<file path="src/lba_pkg.sv">
// ---------------------------------------------------------------------------
// Linked block allocator package
// Sizes, status codes, operation codes and the item and link memory
// request types shared by the allocator modules.
// ---------------------------------------------------------------------------
`default_nettype none

package lba_pkg;

  localparam int NUM_BLOCKS = 64;
  localparam int MAX_FILES  = 16;

  localparam int BLK_W  = $clog2(NUM_BLOCKS);
  localparam int CNT_W  = $clog2(NUM_BLOCKS + 1);
  localparam int FILE_W = (MAX_FILES > 1) ? $clog2(MAX_FILES) : 1;

  localparam int OPERATION_W    = 2;
  localparam int FILE_ID_W      = 4;
  localparam int BLOCK_COUNT_W  = 7;
  localparam int ACTIVE_W       = 7;
  localparam int LEN_W          = 7;
  localparam int STATUS_W       = 3;
  localparam int BLOCK_NUMBER_W = 6;

  localparam logic [ACTIVE_W-1:0] ACTIVE_RESET = ACTIVE_W'(64);

  localparam logic [OPERATION_W-1:0] OP_ADD    = 2'd0;
  localparam logic [OPERATION_W-1:0] OP_LIST   = 2'd1;
  localparam logic [OPERATION_W-1:0] OP_DELETE = 2'd2;

  typedef enum logic [STATUS_W-1:0] {
    ST_OK       = 3'd0,
    ST_EXISTS   = 3'd1,
    ST_NO_SPACE = 3'd2,
    ST_NO_FILE  = 3'd3,
    ST_BAD_SIZE = 3'd4
  } status_t;

  typedef enum logic [2:0] {
    S_IDLE,
    S_COUNT,
    S_ALLOC,
    S_WALK,
    S_NEXT,
    S_REPLY
  } state_t;

  typedef struct packed {
    status_t                   status;
    logic [BLOCK_NUMBER_W-1:0] block_number;
    logic                      last;
  } res_t;

  typedef struct packed {
    logic             we;
    logic [BLK_W-1:0] waddr;
    logic [BLK_W-1:0] wdata;
    logic             re;
    logic [BLK_W-1:0] raddr;
  } ram_req_t;

endpackage

`default_nettype wire

</file>
<file path="src/lba_link_ram.sv">
// ---------------------------------------------------------------------------
// Link memory
// One entry per block holding the number of the following chain block.
// One write port, one read port with registered read data.
// ---------------------------------------------------------------------------
`default_nettype none

module lba_link_ram
  import lba_pkg::*;
(
  input  wire logic             clk,
  input  wire ram_req_t         req,
  output logic      [BLK_W-1:0] rdata
);

  logic [BLK_W-1:0] mem [NUM_BLOCKS];

  always_ff @(posedge clk) begin
    if (req.we) begin
      mem[req.waddr] <= req.wdata;
    end
  end

  always_ff @(posedge clk) begin
    if (req.re) begin
      rdata <= mem[req.raddr];
    end
  end

endmodule

`default_nettype wire

</file>
<file path="src/lba_ctrl.sv">
// ---------------------------------------------------------------------------
// Allocator sequencer
// Holds the free map, file table and active limit. One block index counter
// and compare unit scans the free map for add; a chain walk steps through
// the link memory for list and delete.
// ---------------------------------------------------------------------------
`default_nettype none

module lba_ctrl
  import lba_pkg::*;
(
  input  wire logic                     clk,
  input  wire logic                     rst,
  input  wire logic                     in_valid,
  output logic                          in_stall,
  input  wire logic [OPERATION_W-1:0]   operation,
  input  wire logic [FILE_ID_W-1:0]     file_id,
  input  wire logic [BLOCK_COUNT_W-1:0] block_count,
  input  wire logic                     cfg_wr_en,
  input  wire logic [ACTIVE_W-1:0]      cfg_wr_data,
  input  wire logic                     res_ready,
  output logic                          res_push,
  output res_t                          res,
  output ram_req_t                      ram_req,
  input  wire logic [BLK_W-1:0]         ram_rdata
);

  state_t                   state, state_next;
  status_t                  status_q, status_next;
  logic                     is_list, is_list_next;
  logic [FILE_W-1:0]        slot, slot_next;
  logic [BLOCK_COUNT_W-1:0] want, want_next;
  logic [CNT_W-1:0]         idx, idx_next;
  logic [CNT_W-1:0]         found, found_next;
  logic [BLK_W-1:0]         prev, prev_next;
  logic [BLK_W-1:0]         blk, blk_next;
  logic [LEN_W-1:0]         cnt, cnt_next;
  logic [NUM_BLOCKS-1:0]    free_map, free_map_next;
  logic [MAX_FILES-1:0]     file_valid, file_valid_next;
  logic [ACTIVE_W-1:0]      active_blocks;
  logic [BLK_W-1:0]         file_head [MAX_FILES];
  logic [LEN_W-1:0]         file_length [MAX_FILES];
  logic                     head_we;
  logic                     len_we;
  logic [ACTIVE_W-1:0]      limit;
  logic [FILE_W-1:0]        slot_in;
  logic                     slot_ok;
  logic [BLK_W-1:0]         idx_b;
  logic                     want_met;
  logic                     step;

  assign limit    = (active_blocks > ACTIVE_W'(NUM_BLOCKS)) ? ACTIVE_W'(NUM_BLOCKS)
                                                            : active_blocks;
  assign slot_in  = FILE_W'(file_id);
  assign slot_ok  = (int'(file_id) < MAX_FILES);
  assign idx_b    = idx[BLK_W-1:0];
  assign want_met = (BLOCK_COUNT_W'(found) == want);

  always_ff @(posedge clk) begin
    if (rst) begin
      state         <= S_IDLE;
      free_map      <= '1;
      file_valid    <= '0;
      active_blocks <= ACTIVE_RESET;
    end else begin
      state      <= state_next;
      free_map   <= free_map_next;
      file_valid <= file_valid_next;
      if (cfg_wr_en) begin
        active_blocks <= cfg_wr_data;
      end
    end
  end

  always_ff @(posedge clk) begin
    status_q <= status_next;
    is_list  <= is_list_next;
    slot     <= slot_next;
    want     <= want_next;
    idx      <= idx_next;
    found    <= found_next;
    prev     <= prev_next;
    blk      <= blk_next;
    cnt      <= cnt_next;
    if (head_we) begin
      file_head[slot] <= idx_b;
    end
    if (len_we) begin
      file_length[slot] <= LEN_W'(found);
    end
  end

  always_comb begin
    state_next      = state;
    status_next     = status_q;
    is_list_next    = is_list;
    slot_next       = slot;
    want_next       = want;
    idx_next        = idx;
    found_next      = found;
    prev_next       = prev;
    blk_next        = blk;
    cnt_next        = cnt;
    free_map_next   = free_map;
    file_valid_next = file_valid;
    head_we         = 1'b0;
    len_we          = 1'b0;
    ram_req         = '0;
    res_push        = 1'b0;
    res             = '{status: ST_OK, block_number: '0, last: 1'b1};
    in_stall        = (state != S_IDLE);
    step            = 1'b0;

    case (state)
      S_IDLE: begin
        if (in_valid && (operation == OP_ADD || operation == OP_LIST ||
                         operation == OP_DELETE)) begin
          slot_next    = slot_in;
          want_next    = block_count;
          is_list_next = (operation == OP_LIST);
          if (!slot_ok) begin
            status_next = ST_NO_FILE;
            state_next  = S_REPLY;
          end else if (operation == OP_ADD) begin
            if (file_valid[slot_in]) begin
              status_next = ST_EXISTS;
              state_next  = S_REPLY;
            end else if (block_count == '0) begin
              status_next = ST_BAD_SIZE;
              state_next  = S_REPLY;
            end else begin
              idx_next   = '0;
              found_next = '0;
              state_next = S_COUNT;
            end
          end else if (!file_valid[slot_in]) begin
            status_next = ST_NO_FILE;
            state_next  = S_REPLY;
          end else begin
            blk_next   = file_head[slot_in];
            cnt_next   = file_length[slot_in];
            state_next = S_WALK;
          end
        end
      end

      S_COUNT: begin
        if (want_met) begin
          idx_next   = '0;
          found_next = '0;
          state_next = S_ALLOC;
        end else if (ACTIVE_W'(idx) == limit) begin
          status_next = ST_NO_SPACE;
          state_next  = S_REPLY;
        end else begin
          if (free_map[idx_b]) begin
            found_next = found + 1'b1;
          end
          idx_next = idx + 1'b1;
        end
      end

      S_ALLOC: begin
        if (want_met) begin
          file_valid_next[slot] = 1'b1;
          len_we                = 1'b1;
          status_next           = ST_OK;
          state_next            = S_REPLY;
        end else begin
          if (free_map[idx_b]) begin
            free_map_next[idx_b] = 1'b0;
            if (found == '0) begin
              head_we = 1'b1;
            end else begin
              ram_req.we    = 1'b1;
              ram_req.waddr = prev;
              ram_req.wdata = idx_b;
            end
            prev_next  = idx_b;
            found_next = found + 1'b1;
          end
          idx_next = idx + 1'b1;
        end
      end

      S_WALK: begin
        step = is_list ? res_ready : 1'b1;
        if (is_list) begin
          res_push = res_ready;
          res      = '{status: ST_OK, block_number: BLOCK_NUMBER_W'(blk),
                       last: (cnt == LEN_W'(1))};
        end
        if (step) begin
          if (!is_list) begin
            free_map_next[blk] = 1'b1;
          end
          if (cnt == LEN_W'(1)) begin
            if (is_list) begin
              state_next = S_IDLE;
            end else begin
              file_valid_next[slot] = 1'b0;
              status_next           = ST_OK;
              state_next            = S_REPLY;
            end
          end else begin
            cnt_next      = cnt - 1'b1;
            ram_req.re    = 1'b1;
            ram_req.raddr = blk;
            state_next    = S_NEXT;
          end
        end
      end

      S_NEXT: begin
        blk_next   = ram_rdata;
        state_next = S_WALK;
      end

      S_REPLY: begin
        res_push = res_ready;
        res      = '{status: status_q, block_number: '0, last: 1'b1};
        if (res_ready) begin
          state_next = S_IDLE;
        end
      end

      default: begin
        state_next = S_IDLE;
      end
    endcase
  end

endmodule

`default_nettype wire

</file>
<file path="src/linked_block_allocator.sv">
// ---------------------------------------------------------------------------
// Linked block allocator
// Add, list and delete files whose blocks are chained through a link
// memory and claimed from a free-block bitmap.
// ---------------------------------------------------------------------------
// Add: a count pass, then a claim pass over the free map.
// List: one item per chain block; delete frees each chain block, one reply.
// Each link step costs a registered read of the link memory.
// One item at a time; the output register holds a finished item meanwhile.
// Reset frees all blocks, empties the file table and sets the limit to 64.
// The link memory is not cleared.
`default_nettype none

module linked_block_allocator
  import lba_pkg::*;
(
  input  wire logic                      clk,
  input  wire logic                      rst,
  input  wire logic                      in_valid,
  output logic                           in_stall,
  input  wire logic [OPERATION_W-1:0]    operation,
  input  wire logic [FILE_ID_W-1:0]      file_id,
  input  wire logic [BLOCK_COUNT_W-1:0]  block_count,
  output logic                           out_valid,
  input  wire logic                      out_stall,
  output logic      [STATUS_W-1:0]       status,
  output logic      [BLOCK_NUMBER_W-1:0] block_number,
  output logic                           last,
  input  wire logic                      cfg_wr_en,
  input  wire logic [ACTIVE_W-1:0]       cfg_wr_data
);

  ram_req_t         ram_req;
  logic [BLK_W-1:0] ram_rdata;
  logic             res_ready;
  logic             res_push;
  res_t             res;
  res_t             res_q;

  lba_link_ram u_link_ram (
    .clk   (clk),
    .req   (ram_req),
    .rdata (ram_rdata)
  );

  lba_ctrl u_ctrl (
    .clk         (clk),
    .rst         (rst),
    .in_valid    (in_valid),
    .in_stall    (in_stall),
    .operation   (operation),
    .file_id     (file_id),
    .block_count (block_count),
    .cfg_wr_en   (cfg_wr_en),
    .cfg_wr_data (cfg_wr_data),
    .res_ready   (res_ready),
    .res_push    (res_push),
    .res         (res),
    .ram_req     (ram_req),
    .ram_rdata   (ram_rdata)
  );

  assign res_ready = !out_valid || !out_stall;

  always_ff @(posedge clk) begin
    if (rst) begin
      out_valid <= 1'b0;
    end else if (res_push) begin
      out_valid <= 1'b1;
    end else if (!out_stall) begin
      out_valid <= 1'b0;
    end
  end

  always_ff @(posedge clk) begin
    if (res_push) begin
      res_q <= res;
    end
  end

  assign status       = res_q.status;
  assign block_number = res_q.block_number;
  assign last         = res_q.last;

endmodule

`default_nettype wire

</file>
<file path="config.mk">
export PLATFORM = sky130hd
export DESIGN_NAME = linked_block_allocator
export DESIGN_NICKNAME = d
export VERILOG_FILES = /design/src/lba_pkg.sv /design/src/lba_link_ram.sv /design/src/lba_ctrl.sv /design/src/linked_block_allocator.sv
export SDC_FILE = /design/constraint.sdc
export NUM_CORES = 1
export LEC_CHECK = 0
export BUFFER_PORTS_ARGS = -buffer_cell sky130_fd_sc_hd__clkbuf_2
export CAP_MARGIN = 20
export CORE_UTILIZATION = 29
export CTS_BUF_LIST = sky130_fd_sc_hd__clkbuf_4
export DETAILED_ROUTE_END_ITERATION = 12
export GPL_TIMING_DRIVEN = 0
export PLACE_DENSITY = 0.52
export SLEW_MARGIN = 20
export SYNTH_ARGS = -nofsm -noshare
export SYNTH_HDL_FRONTEND = slang
export SYNTH_SLANG_ARGS = --single-unit
</file>
<file path="constraint.sdc">
create_clock -name clk -period 5.1 [get_ports clk]
set_clock_uncertainty 0.05 [all_clocks]
set_input_delay 0.51 -clock clk [delete_from_list [all_inputs] [get_ports clk]]
set_output_delay 0.51 -clock clk [all_outputs]
set_load 0.005 [all_outputs]
</file>
---- After elaboration in Yosys (flattened, before gate mapping) ----
Memories as Yosys holds them, arrays and structs flattened. A register that Yosys moved wholly into a read port is not among the register bits.
Index checks and enable logic that the tools add are counted.
word-level totals
  input port bits ......................... 25
  bits in writable memories ............... 592
  register bits ........................... 149
  word-level logic and storage cells ...... 192
  output and inout bits ................... 12
  memories kept ........................... 3
memories
  memory              depth  width  read ports  clocked after Yosys merged registers in  write ports  RTL line            RTL
  u_link_ram.mem      64     6      1           1                                        1            lba_link_ram.sv:16  logic [BLK_W-1:0] mem [NUM_BLOCKS];
  u_ctrl.file_length  16     7      1           0                                        1            lba_ctrl.sv:42      logic [LEN_W-1:0] file_length [MAX_FILES];
  u_ctrl.file_head    16     6      1           0                                        1            lba_ctrl.sv:41      logic [BLK_W-1:0] file_head [MAX_FILES];
cells by class
  bitwise operators ....................... 7
  $lt $le $gt $ge ......................... 8
  reductions and logical operators ........ 28
  eq/ne operators ......................... 31
  add/subtract/negate cells ............... 3
  multiplexer cells ....................... 95
operator list
  cell                                                         count
  2-to-1 mux 64 bit                                            4
  2-to-1 mux 7 bit                                             21
  one-hot mux 64 bit (2 select lines)                          1
  2-to-1 mux 3 bit                                             23
  bitwise AND 64 bit                                           1
  2-to-1 mux 16 bit                                            4
  NOT 64 bit                                                   1
  bitwise OR 64 bit                                            1
  2-to-1 mux 13 bit                                            4
  one-hot mux 7 bit (3 select lines)                           2
  one-hot mux 16 bit (2 select lines)                          1
  2-to-1 mux 1 bit                                             21
  inequality test 2 x 1 -> 1 bit (second input constant)       10
  one-hot mux 10 bit (2 select lines)                          1
  2-to-1 mux 6 bit                                             3
  one-hot mux 3 bit (6 select lines)                           1
  bitwise AND 16 bit                                           1
  NOT 16 bit                                                   1
  bitwise OR 16 bit                                            1
  AND reduction 5 bit                                          3
  adder 7 x 1 -> 7 bit (second input constant)                 2
  == test 7 bit                                                2
  zero test 7 bit                                              2
  less-than comparator 6 x 7 -> 1 bit (second input constant)  2
  other kinds (38)                                             59

---- Longest topological paths before layout ----
Gate-level depths: netlist of the first run.
  word-level depth ........................ 10
  mapped depth ............................ 12

---- Cells and area by module ----
Synthesis of the first run repeated with hierarchy kept, for this count alone.
unflattened totals
  cells, all modules ...................... 1,879
  area, all modules ....................... 31,184.9 um^2
by module, submodules not included
  module                  times used  sequential area each (um^2)  area an instance (um^2)  cells an instance
  lba_ctrl                1           9,489.1                      15,566.2                 1,145
  lba_link_ram            1           11,711.2                     15,285.9                 720
  linked_block_allocator  1           320.3                        332.8                    14

---- Worst setup path after synthesis of the first run ----
No wires, ideal clock.
  kind .................................... reg2reg
  start ................................... register u_ctrl.idx[0]
  end ..................................... memory u_link_ram.mem[0][4] in the netlist's numbering (data pin)
  arrival ................................. 3.913 ns
  setup time .............................. 0.499 ns
  required time ........................... 4.551 ns
  stages on the path, launching flop included .. 12
  setup slack ............................. 0.638 ns
  period minus slack after synthesis ...... 4.462 ns
  cells stage by stage .................... edfxtp_1 > buf_6 > buf_6 > inv_2 > o32ai_1 > a2111oi_0 > a2111oi_1 > or3_1 > buf_2 > nand2_1 > buf_2 > nor2_1
RTL lines
  element                 RTL line            RTL
  start, declared         lba_ctrl.sv:33      logic [CNT_W-1:0] idx, idx_next;
  start signal, assigned  lba_ctrl.sv:80      idx <= idx_next;
  end, declared           lba_link_ram.sv:16

==> key figures, run 1 <==
Status
  • Status: finished, final reports clean

Place
  • Buffers added on ports: 34
  • Final estimated routing congestion in global placement: 0.915
  • Cell count after placement: 3567
  • Final HPWL DP: 64500 um
  • Dpl ws: -0.402 ns

Route
  • WL final: 94500 um
  • M1 wire length: 39400 um
  • Wire length per cell: 23.8 um
  • Uppermost signal routing layer after detailed routing: met4
  • Met3 wire length: 7200 um
  • Violation count after the first detailed-route iteration: 1890
  • Via count: 20700
  • Remaining number of nets flagged by the antenna check after routing: 0
  • Routed length on met2: 44400 um
  • DRC Markers: 0
  • Number of vias per cell after detailed routing: 5.21
  • DR pass1 iterations: 7

Logic synthesis
  • Number of storage elements in the synthesis netlist: 747
  • Most common cell in the netlist: sky130_fd_sc_hd__edfxtp_1
  • Share of the synthesized area in the top cell type: 0.628
  • Dominant synthesized flop cell: sky130_fd_sc_hd__edfxtp_1
  • Number of synthesized flops with an enable pin: 656
  • Synthesized area per cell: 14.9 um^2
  • Most instantiated cells after synthesis: 656 x sky130_fd_sc_hd__edfxtp_1, 142 x sky130_fd_sc_hd__nand2_1, 125 x sky130_fd_sc_hd__nor2_1
  • Sequential cell area fraction in the yosys report: 0.686
  • Cell count after synthesis: 2109
  • Biggest area consumer among synthesized cells: sky130_fd_sc_hd__edfxtp_1
  • Share of async-settable or async-resettable flops after synthesis: 0
  • Number of unique standard cell types used by synthesis: 74
  • Netlist area before placement: 31400 um^2
  • Number of warnings issued by yosys: 0
  • Net count after synthesis: 2139
  • Cell types occupying the most area after synthesis: sky130_fd_sc_hd__edfxtp_1 63%, sky130_fd_sc_hd__mux4_2 7.5%, sky130_fd_sc_hd__dfxtp_1 5.8%

Global route
  • First-pass GRT wire length: 137000 um
  • Number of antenna violations at the first check in global routing: 4
  • Via count of the first global-routing pass: 20800
  • Pin count of the biggest net entering global routing: 34
  • Total gr overflow: 0
  • Overall global routing resource usage: 0.172

Setup path
  • Cell with the largest stage delay on the worst path: sky130_fd_sc_hd__edfxtp_1
  • Worst setup path startpoint: u_ctrl.idx[2]
  • CP Cell Sequence: clkbuf_1 > mux4_2 > mux2i_1 > o22ai_1 > or2_0 > or3_1 > buf_2 > nand2_1 > buf_2 > nor2_4 > buf_16 > buf_8
  • Data required time of the worst path: 5.89 ns
  • Number of cells on the critical path: 12
  • Total buffers and inverters traversed by the critical path: 5
  • Endpoint of the worst-slack reg-to-reg timing path: u_link_ram.mem[36][0]
  • Family with the most delay on the worst path: buffers and inverters
  • Slowest stage delay, CP: 0.87 ns
  • Worst Reg2Reg Path Length in Cells: 12
  • Last element of the critical path: u_link_ram.mem[36][0]
  • Origin of the critical flop-to-flop path: u_ctrl.idx[2]
  • Crit. End Element: flip-flop
  • Data arrival time of the critical path: 5.73 ns
  • Register-to-register setup slack: 0.16 ns
  • Cell repeated most along the worst path: sky130_fd_sc_hd__buf_2
  • Type of origin of the critical path: flip-flop
  • Crit Path Category: flip-flop to flip-flop
  • Top fanout value on the critical path: 25

STA
  • Post-route clock period utilization: 0.969
  • Final period demand of the worst path: 4.94 ns
  • Final TNS setup: 0 ns
  • Slew at the pin closest to its max-slew limit: 1.08 ns
  • Pins Over Slew Limit: 0
  • Highest attainable clock frequency: 202 MHz
  • Setup repair after global routing missed its margin: no
  • Max-Slew Margin vs Limit: 0.283
  • Final setup fails: 0
  • Count of final hold-check violations: 0
  • Final Worst Setup Slack: 0.158 ns

Run
  • Max cap viols: 0

Floorplan
  • Height of the die: 331 um
  • Top Ports: 37
  • Floorplan core area: 107000 um^2
  • Area of the die: 109000 um^2
  • Die width: 331 um
  • Number of placement rows: 120
  • Starting Density: 0.293

Power
  • Pleak: 0.0117 uW
  • Peak VDD IR: 182 uV
  • Power density over the cells: 446 nW/um^2

Layout
  • Net count reported at finish: 2432
  • Final non-filler cell total: 3971
  • Area delta synth->final: 17.5%
  • Fraction of final layout cells with drive strength greater than 1: 0.248

CTS
  • Clock root buffer: sky130_fd_sc_hd__clkbuf_4
  • Clock transition at the registers of the reported paths: 0.07 ns
  • Number of buffers added by the clock tree synthesis step: 194
  • TritonCTS clock tree: done
  • Largest buffer count on any clock path: 3
  • Worst skew pair latency: 1.11 ns
  • # clock sinks: 747
  • # H-tree levels: 4

Min path
  • Worst Hold Class: primary input to flip-flop
  • Worst Hold Path Cells: 2
[worst register-to-register path, delay by kind of cell (launching register included)]
family | cells | cell delay, ns
buffers and inverters | 5 | 1.81
and+or+nand+nor | 4 | 1.17
DFF | 1 | 0.87
muxes | 2 | 0.69
AOI/OAI and AO/OA | 1 | 0.12
[per-layer routing]
| layer | vias up | GRT usage |
|---|---|---|
| met1 | 10500 | 0.222 |
| met5 | - | 0 |
| met3 | 226 | 0.0417 |
| met2 | 930 | 0.273 |
| met4 | 0 | 0.0764 |
| li1 | 9074 | - |
[worst min-delay path by stage]
stage	from	slack (ns)	end
floorplan	u_ctrl.free_map[7]	0.38	u_ctrl.free_map[7]
global placement	u_ctrl.free_map[6]	0.40	u_ctrl.free_map[6]
detailed placement	u_ctrl.free_map[7]	0.41	u_ctrl.free_map[7]
CTS	block_count[0]	0.05	u_ctrl.want[0]
global route	block_count[1]	0.1	u_ctrl.want[1]
finish	block_count[0]	0.15	u_ctrl.want[0]
[power by group]
part           leakage [uW]  switching [uW]  internal, uW
Combinational       0.00359            2510          1080
Clock               0.00150            2530          2640
Sequential          0.00664             401          7280
Total                0.0117            5440         11000
[registers in the layout, indices dropped and copies added (netlist names), 3 cells and up, named ones only]
signal and count:
block_number 6, status 3, u_ctrl.active_blocks 7, u_ctrl.blk 6
u_ctrl.cnt 7, u_ctrl.file_head 96, u_ctrl.file_length 112, u_ctrl.found 7
u_ctrl.free_map 64, u_ctrl.idx 7, u_ctrl.prev 6, u_ctrl.slot 4
u_ctrl.state 3, u_ctrl.status_q 3, u_ctrl.want 7, u_link_ram.mem 384
u_link_ram.rdata 6
[final cells by class]
class	instances	area, um^2
inverter	43	163
clock buffer	292	2190
fill	10400	70200
multi-input combinational	1187	9440
buffer	134	567
tap	1403	1760
sequential	747	21500
timing repair buffer	95	890
clock inverter	63	310
antenna	7	17.5
[placed cells by master, fill, tap and decap left out, drive strengths merged, types with 24 or more instances in the layout]
master and instances:
edfxtp 656, clkbuf 408, nand2 142, nor2 127, mux4 105, nor3 98, dfxtp 91, buf 81
o21ai 78, a21oi 71, mux2i 68, nand3 55, clkinv 54, inv 50, mux2 37, a21o 32
dlygate4sd3 32, a31oi 28, nor4 24
[per-stage QoR]
step / utilization / total power [uW] / hold slack (ns) / area, um^2
CTS: 0.342 / 16500 / 0.0465 / 36700
detailed placement: 0.315 / 11200 / 0.406 / 33700
finish: 0.344 / 16400 / 0.148 / 36900
global placement: 0.311 / 11000 / 0.404 / 33300
global route: 0.344 / 17100 / 0.0983 / 36900
floorplan: - / 9640 / 0.380 / 31400
[what timing repair did]
action / CTS / global route
pin swaps: 1 / 1
hold buffers: 32 / 0
setup buffers: 5 / 0
setup endpoints to repair: 482 / 274
resized for setup: 10 / 19
cloned: 1 / 1
hold endpoints to repair: 48 / 0
[kinds of logic (layout without fill, tap and decap cells)]
logic type,count (synthesis),in the layout,synth area share
flip-flops,747,747,0.686
AND/OR/NAND/NOR,559,561,0.0868
AO/OA/AOI/OAI,388,388,0.0849
multiplexers,210,210,0.110
buffers and inverters,177,627,0.0232
XOR/XNOR,23,23,0.00642
adder cells (fa/ha/maj),5,5,0.00200
other,0,7,0
Power figures use the tool's default switching activity.
==> run 2, diff against run 1 <==
==> constraint.sdc (replaced) <==
create_clock -name clk -period 6.3 [get_ports clk]
set_clock_uncertainty 0.05 [all_clocks]
set_input_delay 0.63 -clock clk [delete_from_list [all_inputs] [get_ports clk]]
set_output_delay 0.63 -clock clk [all_outputs]
set_load 0.005 [all_outputs]
==> key figures, run 2 (synthesized netlist as in run 1, its figures left out) <==
STA
  • Max-Slew Margin vs Limit: 0.191
  • Final setup fails: 0
  • Highest attainable clock frequency: 183 MHz
  • Pins Over Slew Limit: 0
  • Slew at the pin closest to its max-slew limit: 1.21 ns
  • Count of final hold-check violations: 0
  • Post-route clock period utilization: 0.869
  • Fin Hold WS: 0.162 ns
  • Final TNS setup: 0 ns
  • Setup repair after global routing missed its margin: no
  • Final Worst Setup Slack: 0.825 ns
  • Final period demand of the worst path: 5.47 ns

Run
  • Max cap viols: 0

Floorplan
  • Floorplan core area: 107000 um^2
  • Number of placement rows: 120
  • Height of the die: 331 um
  • Starting Density: 0.293
  • Area of the die: 109000 um^2
  • Die width: 331 um
  • Top Ports: 37

Setup path
  • Data required time of the worst path: 6.91 ns
  • Top fanout value on the critical path: 21
  • Crit. End Element: flip-flop
  • Worst setup path startpoint: u_ctrl.idx[1]
  • Crit Path Category: flip-flop to flip-flop
  • Data arrival time of the critical path: 6.08 ns
  • Type of origin of the critical path: flip-flop
  • Origin of the critical flop-to-flop path: u_ctrl.idx[1]

Route
  • Violation count after the first detailed-route iteration: 1918
  • WL final: 93500 um
  • Wire length per cell: 23.6 um
  • Number of vias per cell after detailed routing: 5.21
  • DR pass1 iterations: 6
  • Remaining number of nets flagged by the antenna check after routing: 0
  • DRC Markers: 0
  • Via count: 20600

Status
  • Status: finished, final reports clean

Layout
  • Area delta synth->final: 16.8%
  • Fraction of final layout cells with drive strength greater than 1: 0.237
  • Biggest register: u_link_ram.mem
  • Most frequent cells in the layout: 656 x sky130_fd_sc_hd__edfxtp_1, 292 x sky130_fd_sc_hd__clkbuf_4, 142 x sky130_fd_sc_hd__nand2_1
  • Final non-filler cell total: 3960
  • Most common library cell in the layout ignoring fill and taps: sky130_fd_sc_hd__edfxtp_1
  • Net count reported at finish: 2422
  • Regs by FF count: u_link_ram.mem: 384 flops, u_ctrl.file_length: 112 flops, u_ctrl.file_head: 96 flops
  • Number of flip-flops in the largest register: 384

CTS
  • TritonCTS clock tree: done
  • Largest buffer count on any clock path: 3
  • Number of buffers added by the clock tree synthesis step: 194
  • # clock sinks: 747
  • Clock root buffer: sky130_fd_sc_hd__clkbuf_4
  • Number of buffers inserted to repair setup after CTS: 0
  • # H-tree levels: 4
  • Worst skew pair latency: 1.08 ns
  • Clock transition at the registers of the reported paths: 0.07 ns

Place
  • Final HPWL DP: 64500 um
  • Buffers added on ports: 34
  • Cell count after placement: 3567
  • Dpl ws: 0.798 ns
  • Final estimated routing congestion in global placement: 0.915

Global route
  • Via count of the first global-routing pass: 20700
  • First-pass GRT wire length: 136000 um
  • Overall global routing resource usage: 0.170
  • Number of antenna violations at the first check in global routing: 5
  • Total gr overflow: 0
  • Pin count of the biggest net entering global routing: 34

Power
  • Power density over the cells: 361 nW/um^2
  • Peak VDD IR: 155 uV
  • Pleak: 0.0117 uW

Min path
  • Worst hold path startpoint: in_valid
  • Worst Hold Class: primary input to flip-flop
## run 2: cell count changes in the layout (fill, tap and decap cells not counted), sizes merged
cell	change
nor2	-2
dlygate4sd3	-3
diode	-1
buf	-5
## run 2: report_power, final
group | leakage [uW] | internal [uW] | switching (uW) | total, uW
Clock | 0.00150 | 2140 | 2040 | 4180
Combinational | 0.00353 | 834 | 1890 | 2720
Sequential | 0.00664 | 5900 | 405 | 6300
## run 2: critical path: stages, from the launching register on
cell	delay [ns]
sky130_fd_sc_hd__edfxtp_1	1.09
sky130_fd_sc_hd__inv_1	0.52
sky130_fd_sc_hd__o41ai_1	0.47
sky130_fd_sc_hd__a311oi_1	0.08
sky130_fd_sc_hd__a2111oi_1	0.96
sky130_fd_sc_hd__or3_1	0.20
sky130_fd_sc_hd__buf_2	0.16
sky130_fd_sc_hd__nand2_1	0.23
sky130_fd_sc_hd__buf_2	0.40
sky130_fd_sc_hd__nor3_1	0.90
## run 2: final timing paths
| kind | end | slack (ns) | cells after the start |
|---|---|---|---|
| worst max register to register | u_link_ram.mem[27][0] | 0.83 | 9 |
| worst max-delay path | u_link_ram.mem[27][0] | 0.83 | 9 |
| worst min register to register | u_ctrl.free_map[18] | 0.42 | 2 |
| worst min-delay path | u_ctrl.idx[1] | 0.16 | 3 |
## run 2: per-stage QoR
step | total power (uW) | util | instance area, um^2
6_report | 13200 | 0.342 | 36600
5_1_grt | 13800 | 0.342 | 36600
4_1_cts | 13300 | 0.341 | 36500
3_5_place_dp | 9050 | 0.315 | 33700
3_3_place_gp | 8930 | 0.311 | 33300
2_1_floorplan | 7800 | - | 31400
## run 2: what timing repair did
action | CTS | global route
endpoints found under the hold margin | 24 | 0
hold buffers | 29 | 0
gates resized for setup | 0 | 0
## run 2: area by class of cell
type	count	area, um^2
fill	10400	70400
sequential	747	21500
multi-input combinational	1185	9300
clock buffer	292	2190
tap	1403	1760
timing repair buffer	87	802
buffer	134	567
clock inverter	63	310
inverter	43	161
antenna	6	15.0
## run 2: metal layers
layer | up-vias | routed length (um) | global-route usage
met5 | - | 0 | 0
met1 | 10400 | 39100 | 0.220
met4 | 0 | 3050 | 0.0717
li1 | 9042 | - | -
met2 | 966 | 44000 | 0.272
met3 | 202 | 7290 | 0.0417
==> run 3, diff against run 2 <==
--- a/config.mk
+++ b/config.mk
@@ -5,13 +5,17 @@
 export SDC_FILE = /design/constraint.sdc
 export NUM_CORES = 1
 export LEC_CHECK = 0
+export ABC_AREA = 1
 export BUFFER_PORTS_ARGS = -buffer_cell sky130_fd_sc_hd__clkbuf_2
 export CAP_MARGIN = 20
+export CELL_PAD_IN_SITES_DETAIL_PLACEMENT = 2
+export CELL_PAD_IN_SITES_GLOBAL_PLACEMENT = 2
+export CORE_ASPECT_RATIO = 2
 export CORE_UTILIZATION = 29
 export CTS_BUF_LIST = sky130_fd_sc_hd__clkbuf_4
 export DETAILED_ROUTE_END_ITERATION = 12
 export GPL_TIMING_DRIVEN = 0
-export PLACE_DENSITY = 0.52
+export PLACE_DENSITY = 0.68
 export SLEW_MARGIN = 20
 export SYNTH_ARGS = -nofsm -noshare
 export SYNTH_HDL_FRONTEND = slang
==> key figures, run 3 <==
Layout
  • Biggest register: u_link_ram.mem
  • Area of all placed cells without fillers: 39000 um^2
  • Regs by FF count: u_link_ram.mem: 384 flops, u_ctrl.file_length: 112 flops, u_ctrl.file_head: 96 flops
  • Most frequent cells in the layout: 682 x sky130_fd_sc_hd__nand2_1, 656 x sky130_fd_sc_hd__edfxtp_1, 459 x sky130_fd_sc_hd__nor2_1
  • Net count reported at finish: 3768
  • Fill cell count: 13000
  • Final non-filler cell total: 5408
  • Number of flip-flops in the largest register: 384
  • Most common library cell in the layout ignoring fill and taps: sky130_fd_sc_hd__nand2_1
  • Fraction of final layout cells with drive strength greater than 1: 0.124
  • Area delta synth->final: 15.2%

Logic synthesis
  • Dominant synthesized flop cell: sky130_fd_sc_hd__edfxtp_1
  • Share of async-settable or async-resettable flops after synthesis: 0
  • Number of unique standard cell types used by synthesis: 47
  • Number of synthesized flops with an enable pin: 656
  • Netlist area before placement: 33900 um^2
  • Biggest area consumer among synthesized cells: sky130_fd_sc_hd__edfxtp_1
  • Most instantiated cells after synthesis: 682 x sky130_fd_sc_hd__nand2_1, 656 x sky130_fd_sc_hd__edfxtp_1, 468 x sky130_fd_sc_hd__nor2_1
  • Net count after synthesis: 3501
  • Cell types occupying the most area after synthesis: sky130_fd_sc_hd__edfxtp_1 58%, sky130_fd_sc_hd__nand2_1 7.6%, sky130_fd_sc_hd__nand3_1 6.7%
  • Number of storage elements in the synthesis netlist: 747
  • Cell count after synthesis: 3471
  • Number of warnings issued by yosys: 0
  • Most common cell in the netlist: sky130_fd_sc_hd__nand2_1
  • Sequential cell area fraction in the yosys report: 0.635
  • Synthesized area per cell: 9.76 um^2
  • Share of the synthesized area in the top cell type: 0.581

Floorplan
  • Floorplan core area: 116000 um^2
  • Die width: 244 um
  • Starting Density: 0.292
  • Top Ports: 37
  • Number of placement rows: 177
  • Height of the die: 485 um
  • Area of the die: 118000 um^2

STA
  • Highest attainable clock frequency: 191 MHz
  • Pins Over Slew Limit: 0
  • Final period demand of the worst path: 5.22 ns
  • Final Worst Setup Slack: 1.08 ns
  • Post-route clock period utilization: 0.829
  • Max-Slew Margin vs Limit: 0.194
  • Slew at the pin closest to its max-slew limit: 1.21 ns
  • Final setup fails: 0
  • Setup repair after global routing missed its margin: no
  • Fin Hold WS: 0.138 ns
  • Count of final hold-check violations: 0

Route
  • Number of vias per cell after detailed routing: 5.08
  • Wire length per cell: 26.2 um
  • DRC Markers: 0
  • Via count: 27500
  • DR pass1 iterations: 5
  • Violation count after the first detailed-route iteration: 1287
  • WL final: 142000 um
  • Remaining number of nets flagged by the antenna check after routing: 0

Global route
  • Via count of the first global-routing pass: 30600
  • Total gr overflow: 0
  • GRT Max-Usage Layer: met2
  • Pin count of the biggest net entering global routing: 27
  • Overall global routing resource usage: 0.241
  • First-pass GRT wire length: 204000 um
  • Global routing usage on met3: 0.0375
  • Met2 layer usage reported by global route: 0.467
  • Number of antenna violations at the first check in global routing: 5
  • Global routing met1 resource utilization: 0.218

Power
  • Power density over the cells: 369 nW/um^2
  • Pleak: 0.0151 uW
  • Peak VDD IR: 243 uV

Setup path
  • Total buffers and inverters traversed by the critical path: 1
  • Crit Path Category: flip-flop to flip-flop
  • Top fanout value on the critical path: 23
  • CP Cell Sequence: clkinv_1 > nor2_1 > nand2_1 > nand2_1 > nor2_1 > nand2_2 > nand3_2 > nor2_2 > nand3_1 > nor2_1
  • Cell repeated most along the worst path: sky130_fd_sc_hd__nor2_1
  • Cell with the largest stage delay on the worst path: sky130_fd_sc_hd__edfxtp_1
  • Type of origin of the critical path: flip-flop
  • Data required time of the worst path: 7.00 ns
  • Crit. End Element: flip-flop
  • Family with the most delay on the worst path: simple AND/OR/NAND/NOR gates
  • Slowest stage delay, CP: 1.07 ns
  • Data arrival time of the critical path: 5.92 ns

Place
  • Final estimated routing congestion in global placement: 0.923
  • Final HPWL DP: 105000 um
  • Buffers added on ports: 36
  • Area after detailed placement: 36300 um^2
  • Cell count after placement: 5044
  • Dpl ws: 1.08 ns

CTS
  • Clock transition at the registers of the reported paths: 0.08 ns
  • Worst skew pair latency: 1.13 ns
  • # H-tree levels: 4
  • TritonCTS clock tree: done
  • Clock root buffer: sky130_fd_sc_hd__clkbuf_4
  • Post-cts repair resize count: 0
  • Largest buffer count on any clock path: 3
  • Number of buffers added by the clock tree synthesis step: 175
  • # clock sinks: 747

Min path
  • Worst Hold Class: primary input to flip-flop

Status
  • Status: finished, final reports clean

Run
  • Max cap viols: 0
-- run 3: worst min-delay path: cells and delay by family --
| kind | cells | cell delay [ns] |
|---|---|---|
| AND/OR/NAND/NOR | 1 | 0.13 |
| AO/OA/AOI/OAI | 1 | 0.26 |
| buffers and inverters | 1 | 0.14 |
-- run 3: final timing paths --
kind                 startpoint               endpoint  slack [ns]  cells past startpoint
min reg2reg  u_ctrl.free_map[9]     u_ctrl.free_map[9]        0.45                      2
max               u_ctrl.idx[3]  u_link_ram.mem[63][2]        1.08                     10
max reg2reg       u_ctrl.idx[3]  u_link_ram.mem[63][2]        1.08                     10
min                operation[0]     u_ctrl.status_q[1]        0.14                      3
-- run 3: power breakdown --
part | internal, uW | switching [uW] | total, uW | leakage [uW]
combinational | 1010 | 2690 | 3700 | 0.00674
sequential | 5990 | 557 | 6540 | 0.00702
clock | 2010 | 2140 | 4140 | 0.00136
total | 9000 | 5380 | 14400 | 0.0151
-- run 3: per-stage QoR --
step	total power, uW	setup TNS (ns)	utilization
final	14400	0	0.336
after global routing	15000	0	0.336
after CTS	14500	0	0.336
after detailed placement	10300	0	0.313
after global placement	10100	-761.09	0.310
after floorplan	8530	0	-
-- run 3: cells by family after synthesis --
kind of cell | share of synthesized area
flip-flops | 0.635
XOR/XNOR | 0.00465
buffers and inverters | 0.0666
adder cells (fa/ha/maj) | 0.00185
AND/OR/NAND/NOR | 0.215
AO/OA/AOI/OAI | 0.0769
-- run 3: layer usage --
layer  vias to the layer above  part of all wire
li1                      12500                 -
met1                     13900              0.33
met2                       679              0.56
met3                       409             0.031
met4                         4             0.084
met5                         -           0.00016
-- run 3: timing repair --
action | in CTS | in global routing
buffers inserted | 0 | 0
hold buffers | 36 | 0
endpoints found under the hold margin | 21 | 0
-- run 3: layout make-up --
class / count / area [um^2] / area share
Inverter: 354 / 1330 / 0.0341
Clock inverter: 78 / 460 / 0.0118
Multi-Input combinational cell: 2184 / 10200 / 0.260
Clock buffer: 243 / 1820 / 0.0467
Buffer: 186 / 926 / 0.0237
Tap cell: 1521 / 1900 / 0.0488
Sequential cell: 747 / 21500 / 0.551
Timing Repair Buffer: 90 / 895 / 0.0229
Antenna cell: 5 / 12.5 / 0.000321
